`src/rtl/fbdp_pkg.sv`:
```
// fbdp_pkg: shared constants, types and the arctangent table for the
// fft bin to dB and phase converter. no dependencies.
`timescale 1ns / 1ps
`default_nettype none
package fbdp_pkg;

  localparam int INPUT_BITS_DEF    = 24;
  localparam int MAX_LOG2_SIZE_DEF = 16;
  localparam int CORDIC_STEPS      = 20;
  localparam int LOG_STEPS         = 16;
  localparam int PRESHIFT          = 20;
  localparam int MW                = 31;   // Q30 mantissa in [1,2)
  localparam int FW                = 16;   // log2 fraction bits
  localparam int ZW                = 25;   // cordic angle accumulator
  localparam int CFG_W             = 5;
  localparam int OUT_W             = 17;
  localparam int DB_PER_OCT_Q16    = 197283;
  localparam int LEVEL_MIN         = -65536;
  localparam int LEVEL_MAX         = 65535;
  localparam int PHASE_HALF        = 46080;
  localparam int Z_MAX             = 5898240;
  localparam logic [CFG_W-1:0] LOG2_SIZE_RESET = 5'd10;

  // per-request sideband carried alongside the data pipes
  typedef struct packed {
    logic zero;
    logic re_neg;
    logic im_neg;
  } side_t;

  // atan(2^-i) in Q16 degrees
  function automatic logic [21:0] atan_q16(input int i);
    logic [21:0] v;
    case (i)
      0:  v = 22'd2949120;
      1:  v = 22'd1740967;
      2:  v = 22'd919879;
      3:  v = 22'd466945;
      4:  v = 22'd234379;
      5:  v = 22'd117304;
      6:  v = 22'd58666;
      7:  v = 22'd29335;
      8:  v = 22'd14668;
      9:  v = 22'd7334;
      10: v = 22'd3667;
      11: v = 22'd1833;
      12: v = 22'd917;
      13: v = 22'd458;
      14: v = 22'd229;
      15: v = 22'd115;
      16: v = 22'd57;
      17: v = 22'd29;
      18: v = 22'd14;
      19: v = 22'd7;
      default: v = 22'd0;
    endcase
    return v;
  endfunction

endpackage
`default_nettype wire

```
`src/rtl/fbdp_log_cell.sv`:
```
// fbdp_log_cell: one squaring step of the log2 fraction chain.
// depends on fbdp_pkg.
`timescale 1ns / 1ps
`default_nettype none
module fbdp_log_cell (
  input  wire logic                      clk,
  input  wire logic [fbdp_pkg::MW-1:0]   m_i,
  input  wire logic [fbdp_pkg::FW-1:0]   frac_i,
  output logic      [fbdp_pkg::MW-1:0]   m_o,
  output logic      [fbdp_pkg::FW-1:0]   frac_o
);

  logic [2*fbdp_pkg::MW-1:0] sq;
  logic [fbdp_pkg::MW:0]     t;
  logic [fbdp_pkg::MW-1:0]   m_nxt;
  logic [fbdp_pkg::FW-1:0]   frac_nxt;
  logic [fbdp_pkg::MW-1:0]   m_r;
  logic [fbdp_pkg::FW-1:0]   frac_r;

  // square, drop 30 fraction bits, renormalize when it reaches two
  always_comb begin
    sq       = m_i * m_i;
    t        = sq[2*fbdp_pkg::MW-1:fbdp_pkg::MW-1];
    m_nxt    = t[fbdp_pkg::MW] ? t[fbdp_pkg::MW:1] : t[fbdp_pkg::MW-1:0];
    frac_nxt = {frac_i[fbdp_pkg::FW-2:0], t[fbdp_pkg::MW]};
  end

  always_ff @(posedge clk) begin
    m_r    <= m_nxt;
    frac_r <= frac_nxt;
  end

  assign m_o    = m_r;
  assign frac_o = frac_r;

endmodule
`default_nettype wire

```
`config.mk`:
```
export PLATFORM = sky130hd
export DESIGN_NAME = fbdp_log_cell
export DESIGN_NICKNAME = d
export VERILOG_FILES = /design/src/rtl/fbdp_pkg.sv /design/src/rtl/fbdp_log_cell.sv
export SDC_FILE = /design/constraint.sdc
export NUM_CORES = 2
export LEC_CHECK = 0
export BUFFER_PORTS_ARGS = -buffer_cell sky130_fd_sc_hd__clkbuf_2
export CORE_ASPECT_RATIO = 0.9
export CORE_UTILIZATION = 48
export CTS_BUF_LIST = sky130_fd_sc_hd__clkbuf_16
export CTS_CLUSTER_SIZE = 25
export DETAILED_ROUTE_END_ITERATION = 7
export PLACE_DENSITY_LB_ADDON = 0.2
export REMOVE_ABC_BUFFERS = 1
export SLEW_MARGIN = 20
export SYNTH_ARGS = -nofsm -noshare
export SYNTH_HDL_FRONTEND = slang
export SYNTH_SLANG_ARGS = --single-unit
```
`constraint.sdc`:
```
create_clock -name clk -period 15.75 [get_ports clk]
set_input_delay 1.575 -clock clk [delete_from_list [all_inputs] [get_ports clk]]
set_output_delay 1.575 -clock clk [all_outputs]
set_load 0.005 [all_outputs]
```
==> results.toml <==
[cells_and_area]
final_common_cell = "inv_1"
area_growth_pct = 4.53
final_cell_mix = "inv_1, fa_1, nand2_1, ha_1, and2_1"
design_area_sq_um = 29700
fill_cells = 5468
nets = 4092
multi_input_area_sq_um = 23500
regArea_sq_um = 941
drive_gt1_share_pct = 5.32

[yosys]
yosys.cell_types.count = 70
synth_top_cell_by_area = "fa_1"
synth_edf_count = 0
async_flop_share_pct = 0
syn_area_sq_um = 28400
ys_seq_elements = 47
yosys_most_used_dff = "dfxtp_1"
avgSynthCellArea_sq_um = 9.40
yosys-top-cells-area = "fa_1, inv_1, ha_1"
seq_area_frac_synth_pct = 3.31
synth_top_area_share_pct = 52.7
ys_warn_count = 0
synthCells = 3019

[worst_setup_path]
end_kind = "flip-flop"
start_kind = "input port"
cp_max_fo = 29
critical_path_required_ps = 15950
timing_worst_setup_path_type = "in -> reg"
arrival_ps = 10820

[floorplanning]
floorplan.initialDensity_pct = 48.6
die_w_microns = 258
dieHeight_microns = 233
die-area_sq_um = 60100
core_area_sq_um = 58400
ioPinCount = 95
rows = 84

[clock_network]
clock_sinks = 47
ctsHtreeMaxLevel = 2
cts_tree = "done"
postCtsResizedCells = 0
clkTransAtPathRegs_ps = 90
post-cts-setup-buffers = 0
cts_buffers = 5
root_buffer = "clkbuf_16"
holdBufCountCts = 0
cts_buffer_depth = 2

[sta]
whs_ps = 1340
fmax_mhz = 94.1
tns_ps = 0
fin_crit_ps = 10620
max-slew-margin-rel_pct = 30.7
period_share_pct = 67.4
hold_violations = 0
drv_slew = 0
setup_violations = 0
rsz0062_at_grt = "no"
tightest_slew_ps = 1040

[route]
viasPerCell = 5.12
postRouteWirelength_microns = 69400
ant_nets = 0
drt-pass1-iter-count = 5
wl_per_cell_microns = 18.2
route.detailed.drc = 0
vias = 19500
initialDrtViolationCount = 868

[grt]
globalRouteOverflowTotal = 0
antenna_found_initial = 2
grt_pass1_wl_microns = 117000
grt_max_degree = 36
grt_pass1_vias = 22300
gr-usage-all-layers_pct = 25.0

[worst_hold_path]
hold_end = "frac_o[10]"
hold_depth = 1
min_from = "frac_i[9]"
hp-class = "in -> reg"

[job]
drv_cap = 0

[outcome]
status = "finished clean"

[placed_design]
numPortBuffers = 93
place_area_sq_um = 29500
dp_hpwl_microns = 57800
gp_congestion = 0.888
[state kept, by name, indices dropped and copies added (netlist names)]
register and count:
frac_o 16, m_o 31
[worst max-delay path, cell delays in order]
cell	delay, ps
clkbuf_2	80
buf_4	360
clkinv_1	670
nor2_1	460
fa_1	500
fa_1	540
inv_1	50
fa_1	600
fa_1	490
fa_1	570
inv_1	60
fa_1	460
fa_1	510
fa_1	430
ha_1	380
nand2_1	90
nor4_1	360
nand3_1	170
a211oi_2	180
nor3_1	170
or4_4	570
and3_1	330
nor2_4	760
mux2_2	420
[how the worst max path moves through the flow]
stage                     startpoint  endpoint  depth (start not counted)
after global routing         m_i[15]   m_o[20]                         24
after CTS                    m_i[15]   m_o[20]                         24
final                        m_i[15]   m_o[20]                         24
after detailed placement     m_i[15]   m_o[14]                         24
after global placement       m_i[15]   m_o[18]                         24
after floorplan              m_i[22]   m_o[10]                         25
[final cells by class]
| cell class | count | area share (%) |
|---|---|---|
| inverters | 920 | 11.6 |
| multi-input cells | 1940 | 79.2 |
| diodes | 1 | 0.00843 |
| well taps | 774 | 3.26 |
| flip-flops and latches | 47 | 3.17 |
| clock inverters | 3 | 0.156 |
| clock buffers | 5 | 0.422 |
| repair buffers | 114 | 2.10 |
[Yosys cell counts (all sizes together), types with 21 or more instances]
cell / count
a21o: 28
a21oi: 63
and2: 190
clkbuf: 96
dfxtp: 47
fa: 747
ha: 269
inv: 919
mux2: 21
nand2: 302
nor2: 61
o21ai: 38
xnor2: 32
xor2: 21
[metrics by stage]
stage,setup WS [ps],utilization (%),std cells
after floorplan,6760,-,2907
after global placement,4940,50.5,3795
after detailed placement,4870,50.5,3795
after CTS,5150,50.8,3803
after global routing,4600,50.8,3803
final,5130,50.8,3804
[logic make-up (layout without fill, tap and decap cells)]
logic type	count (synthesis)	after routing	share of synthesized area (%)
adder cells (fa/ha/maj)	1016	1016	64.5
multiplexers	30	30	1.16
AND/OR/NAND/NOR	642	642	10.9
buffers and inverters	1032	1042	13.8
AO/OA/AOI/OAI	199	199	4.58
XOR/XNOR	53	53	1.63
flip-flops	47	47	3.31
other	0	1	0
[metal layers]
metal | vias up | track usage (%) | share of wire (%)
li1 | 8784 | - | -
met1 | 10100 | 32.5 | 43
met4 | 0 | 5.68 | 2.3
met5 | - | 0 | 0
met2 | 488 | 42.8 | 49
met3 | 87 | 5.16 | 6.3
Power is left out: the tool's default activity adds up to more than one toggle a clock period on the data nets, which glitch-free logic cannot reach.
