File: src/rtl/fbdp_pkg.sv
// fbdp_pkg: shared constants, types and the arctangent table for the
// fft bin to dB and phase converter. no dependencies.
`timescale 1ns / 1ps
`default_nettype none
package fbdp_pkg;

  localparam int INPUT_BITS_DEF    = 24;
  localparam int MAX_LOG2_SIZE_DEF = 16;
  localparam int CORDIC_STEPS      = 20;
  localparam int LOG_STEPS         = 16;
  localparam int PRESHIFT          = 20;
  localparam int MW                = 31;   // Q30 mantissa in [1,2)
  localparam int FW                = 16;   // log2 fraction bits
  localparam int ZW                = 25;   // cordic angle accumulator
  localparam int CFG_W             = 5;
  localparam int OUT_W             = 17;
  localparam int DB_PER_OCT_Q16    = 197283;
  localparam int LEVEL_MIN         = -65536;
  localparam int LEVEL_MAX         = 65535;
  localparam int PHASE_HALF        = 46080;
  localparam int Z_MAX             = 5898240;
  localparam logic [CFG_W-1:0] LOG2_SIZE_RESET = 5'd10;

  // per-request sideband carried alongside the data pipes
  typedef struct packed {
    logic zero;
    logic re_neg;
    logic im_neg;
  } side_t;

  // atan(2^-i) in Q16 degrees
  function automatic logic [21:0] atan_q16(input int i);
    logic [21:0] v;
    case (i)
      0:  v = 22'd2949120;
      1:  v = 22'd1740967;
      2:  v = 22'd919879;
      3:  v = 22'd466945;
      4:  v = 22'd234379;
      5:  v = 22'd117304;
      6:  v = 22'd58666;
      7:  v = 22'd29335;
      8:  v = 22'd14668;
      9:  v = 22'd7334;
      10: v = 22'd3667;
      11: v = 22'd1833;
      12: v = 22'd917;
      13: v = 22'd458;
      14: v = 22'd229;
      15: v = 22'd115;
      16: v = 22'd57;
      17: v = 22'd29;
      18: v = 22'd14;
      19: v = 22'd7;
      default: v = 22'd0;
    endcase
    return v;
  endfunction

endpackage
`default_nettype wire

File: src/rtl/fbdp_cordic_cell.sv
// fbdp_cordic_cell: one vectoring cordic rotation with a fixed shift.
// depends on fbdp_pkg.
`timescale 1ns / 1ps
`default_nettype none
module fbdp_cordic_cell #(
  parameter int CW   = 47,
  parameter int STEP = 0
) (
  input  wire logic                            clk,
  input  wire logic signed [CW-1:0]            x_i,
  input  wire logic signed [CW-1:0]            y_i,
  input  wire logic signed [fbdp_pkg::ZW-1:0]  z_i,
  output logic      signed [CW-1:0]            x_o,
  output logic      signed [CW-1:0]            y_o,
  output logic      signed [fbdp_pkg::ZW-1:0]  z_o
);

  logic signed [CW-1:0]           xs, ys, x_nxt, y_nxt;
  logic signed [fbdp_pkg::ZW-1:0] ang, z_nxt;
  logic signed [CW-1:0]           x_r, y_r;
  logic signed [fbdp_pkg::ZW-1:0] z_r;

  // shifts truncate toward zero, rotate toward y = 0
  always_comb begin
    xs  = x_i[CW-1] ? -((-x_i) >>> STEP) : (x_i >>> STEP);
    ys  = y_i[CW-1] ? -((-y_i) >>> STEP) : (y_i >>> STEP);
    ang = fbdp_pkg::ZW'(fbdp_pkg::atan_q16(STEP));
    if (!y_i[CW-1]) begin
      x_nxt = x_i + ys;
      y_nxt = y_i - xs;
      z_nxt = z_i + ang;
    end else begin
      x_nxt = x_i - ys;
      y_nxt = y_i + xs;
      z_nxt = z_i - ang;
    end
  end

  always_ff @(posedge clk) begin
    x_r <= x_nxt;
    y_r <= y_nxt;
    z_r <= z_nxt;
  end

  assign x_o = x_r;
  assign y_o = y_r;
  assign z_o = z_r;

endmodule
`default_nettype wire

File: config.mk
export PLATFORM = sky130hd
export DESIGN_NAME = fbdp_cordic_cell
export DESIGN_NICKNAME = d
export VERILOG_FILES = /design/src/rtl/fbdp_pkg.sv /design/src/rtl/fbdp_cordic_cell.sv
export SDC_FILE = /design/constraint.sdc
export NUM_CORES = 1
export LEC_CHECK = 0
export ABC_AREA = 1
export BUFFER_PORTS_ARGS = -buffer_cell sky130_fd_sc_hd__buf_2
export CELL_PAD_IN_SITES_DETAIL_PLACEMENT = 0
export CELL_PAD_IN_SITES_GLOBAL_PLACEMENT = 2
export CORE_MARGIN = 2
export CORE_UTILIZATION = 30
export CTS_CLUSTER_DIAMETER = 100
export DETAILED_ROUTE_END_ITERATION = 6
export PLACE_DENSITY_LB_ADDON = 0.1
export SLEW_MARGIN = 10
export SYNTH_ARGS = -nofsm -noshare
export SYNTH_HDL_FRONTEND = slang
export SYNTH_SLANG_ARGS = --single-unit
File: constraint.sdc
create_clock -name clk -period 4.4 [get_ports clk]
set_clock_uncertainty 0.2 [all_clocks]
set_input_delay 0.88 -clock clk [delete_from_list [all_inputs] [get_ports clk]]
set_output_delay 0.88 -clock clk [all_outputs]
set_load 0.01 [all_outputs]
==> results_dict.tcl <==
set metrics [dict create \
    finalCriticalPeriod_ns 3.810 \
    routabilityCongestion 0.8976 \
    final_net_count 2863 \
    clock_tree.buffer_depth 2 \
    cts.sink_count 118 \
    die-width_um 216.0 \
    drc 0 \
    post_route_cells_drive_above_1_share_pct 14.00 \
    n_antenna_cell 0 \
    cts_root_buf "clkbuf_16" \
    hpwl_um 51550 \
    synth-edff-count 0 \
    setup-tns-final_ns 0 \
    num_vias 14870 \
    worst-slew-pin-transition_ns 0.5770 \
    setup_repair_after_global_routing_missed_its_margin "no" \
    p_per_area_mw_per_mm2 328.6 \
    cts.repair_timing.setup_buffer_count 0 \
    vdd_ir_drop_max_uv 210.5 \
    global_route.overflow_total 0 \
    leakage_nw 9.095 \
    final_min_period_over_clock_period_pct 86.60 \
    critPathRequiredTime_ns 4.57 \
    synthCells 2354 \
    combined_flip_flop_and_latch_cell_area_mm2 0.002362 \
    largest_net_degree_at_the_start_of_global_routing 38 \
    netlist-cell-type-count 43 \
    drt-vias-per-instance 4.607 \
    layout.core_utilization_pct 36.41 \
    multi_input_gate_area_mm2 0.009435 \
    total_power_mw 5.302 \
    core_area_mm2 0.04432 \
    stdcell_area_mm2 0.01614 \
    synth.ff_latch_count 118 \
    layout.filler_cells 5176 \
    boundaryPins 239 \
    drt-initial-drc-count 837 \
    wl_per_cell_um 18.19 \
    synth_top_cell_area_share_pct 23.27 \
    via_count_of_the_first_global_routing_pass 15030 \
    post_cts.resized_instances 0 \
    achievable-frequency_mhz 262.4 \
    postCtsHoldBufs 0 \
    post_dp_cell_area_mm2 0.01556 \
    status "finished, final reports clean" \
    htreeDepth 4 \
    die_height_um 216.0 \
    syn-num-nets 2594 \
    ys_async_sr_fraction_pct 0 \
    timing.max_slew.rel_slack_pct 61.23 \
    yosys.cell_count.top_type "nand2_1" \
    setup.worst_path.class "in2reg" \
    final-setup-viol-count 0 \
    firstDrtPassIters 5 \
    tritoncts.num_buffers 17 \
    number_of_antenna_violations_at_the_first_check_in_global_routing 0 \
    routed_wirelength_um 58730 \
    global_route_wire_length_before_repair_um 87130 \
    design.die.area_mm2 0.04667 \
    initial_util_pct 30.43 \
    hold_viol 0 \
    post_synth.cell_area_avg_um2 5.730 \
    yosysWarnings 0 \
    synth.top_cells.by_area "nand2_1 (23%), dfxtp_1 (18%), inv_1 (12%)" \
    synth_ff_type "dfxtp_1" \
    core.rowCount 77 \
    synth_area_leader_cell "nand2_1" \
    clock_pin_slew_reported_for_the_worst_setup_and_hold_paths_after_clock_tree_synthesis_ns 0.06 \
    port_buffers 238 \
    route.antenna.remaining_nets 0 \
    synth_common_cells "nand2_1 (836), inv_1 (423), nor2_1 (261)" \
    synthToLayoutAreaGrowth_pct 19.63 \
    critical_path_peak_fanout 6 \
    ys_seq_area_share_pct 17.51 \
    arrival_ns 3.98 \
    tritoncts "yes" \
    slew_viol_final 0 \
    setup.worst_path.start_class "input pin" \
    grt_use_total_pct 25.31 \
    max_cap_violations 0 \
    fin_worst_hold_slack_ns 0.2985 \
    synth.cell_area_mm2 0.01349 \
    critPathCaptureType "register" \
    hold_class "in2reg" \
]
==> flip-flops by register name (all words and copies together), names as in the netlist <==
name,count
x_o,47
y_o,46
z_o,25
==> power by group <==
part	switching, mW	leakage (nW)	total, mW	internal, mW
combinational	1.61	7.82	2.44	0.833
clock	0.677	0.276	1.43	0.752
sequential	0.0726	0.995	1.43	1.36
total	2.36	9.09	5.30	2.94
==> metal layers <==
metal / wire (um) / vias to the layer above / GRT usage (%)
li1: - / 7787 / -
met4: 2161 / 0 / 10.71
met2: 27910 / 305 / 43.91
met3: 1521 / 94 / 2.833
met1: 27130 / 6685 / 31.68
met5: 0 / - / 0
==> final timing paths <==
path,start,end,slack [ns],depth (start not counted)
worst max-delay path,y_i[1],x_o[41],0.59,17
worst min-delay path,z_i[9],z_o[9],0.30,1
==> stage by stage <==
step | setup slack, ns | cells
detailed placement | 0.1434 | 3196
global placement | 0.1607 | 3196
finish | 0.5897 | 3228
CTS | 0.6456 | 3228
global route | 0.3083 | 3228
floorplan | 1.030 | 2354
==> worst max-delay path: stages <==
cell and delay [ns]:
buf_2 0.13, inv_1 0.17, ha_1 0.27, nand3_1 0.12, nor2_1 0.20, nand3_1 0.17, o21ai_1 0.28, xor2_1 0.20
inv_1 0.06, ha_1 0.39, nand2_1 0.10, nor2_1 0.29, nand2_1 0.17, nor2_1 0.17, nand3_1 0.17, nand4_1 0.14
nand2_1 0.06
==> kinds of logic (layout without fill, tap and decap cells) <==
logic type	after synthesis	count (layout)	synth area share, %
xor+xnor	135	135	8.766
flops	118	118	17.51
compound gates	146	146	6.020
fa+ha+maj	120	120	11.30
simple gates	1392	1392	43.87
buf+inv	443	725	12.53
==> layout by cell type, fill, tap and decap left out, drive strengths merged <==
cell type and instances:
and2 6, clkbuf 17, o21ai 42, xor2 116, a31oi 5, o21bai 15
clkinvlp 3, nor3 31, nand2 845, o211ai 2, ha 117, o31ai 2
a21oi 78, buf 264, dfxtp 118, and2b 1, fa 3, and3 1
nand3 150, inv 440, nand4 43, nor2 287, xnor2 19, nor4 6
nor3b 1, nand3b 15, or2 6, clkinv 1, a21o 2
==> area by class of cell <==
| class | instances | area share (%) |
|---|---|---|
| well taps | 592 | 4.591 |
| repair buffers | 264 | 8.747 |
| flip-flops and latches | 118 | 14.64 |
| clock inverters | 15 | 0.9305 |
| multi-input cells | 1793 | 58.48 |
| inverters | 429 | 9.980 |
| clock buffers | 17 | 2.636 |
Power figures use the tool's default switching activity.
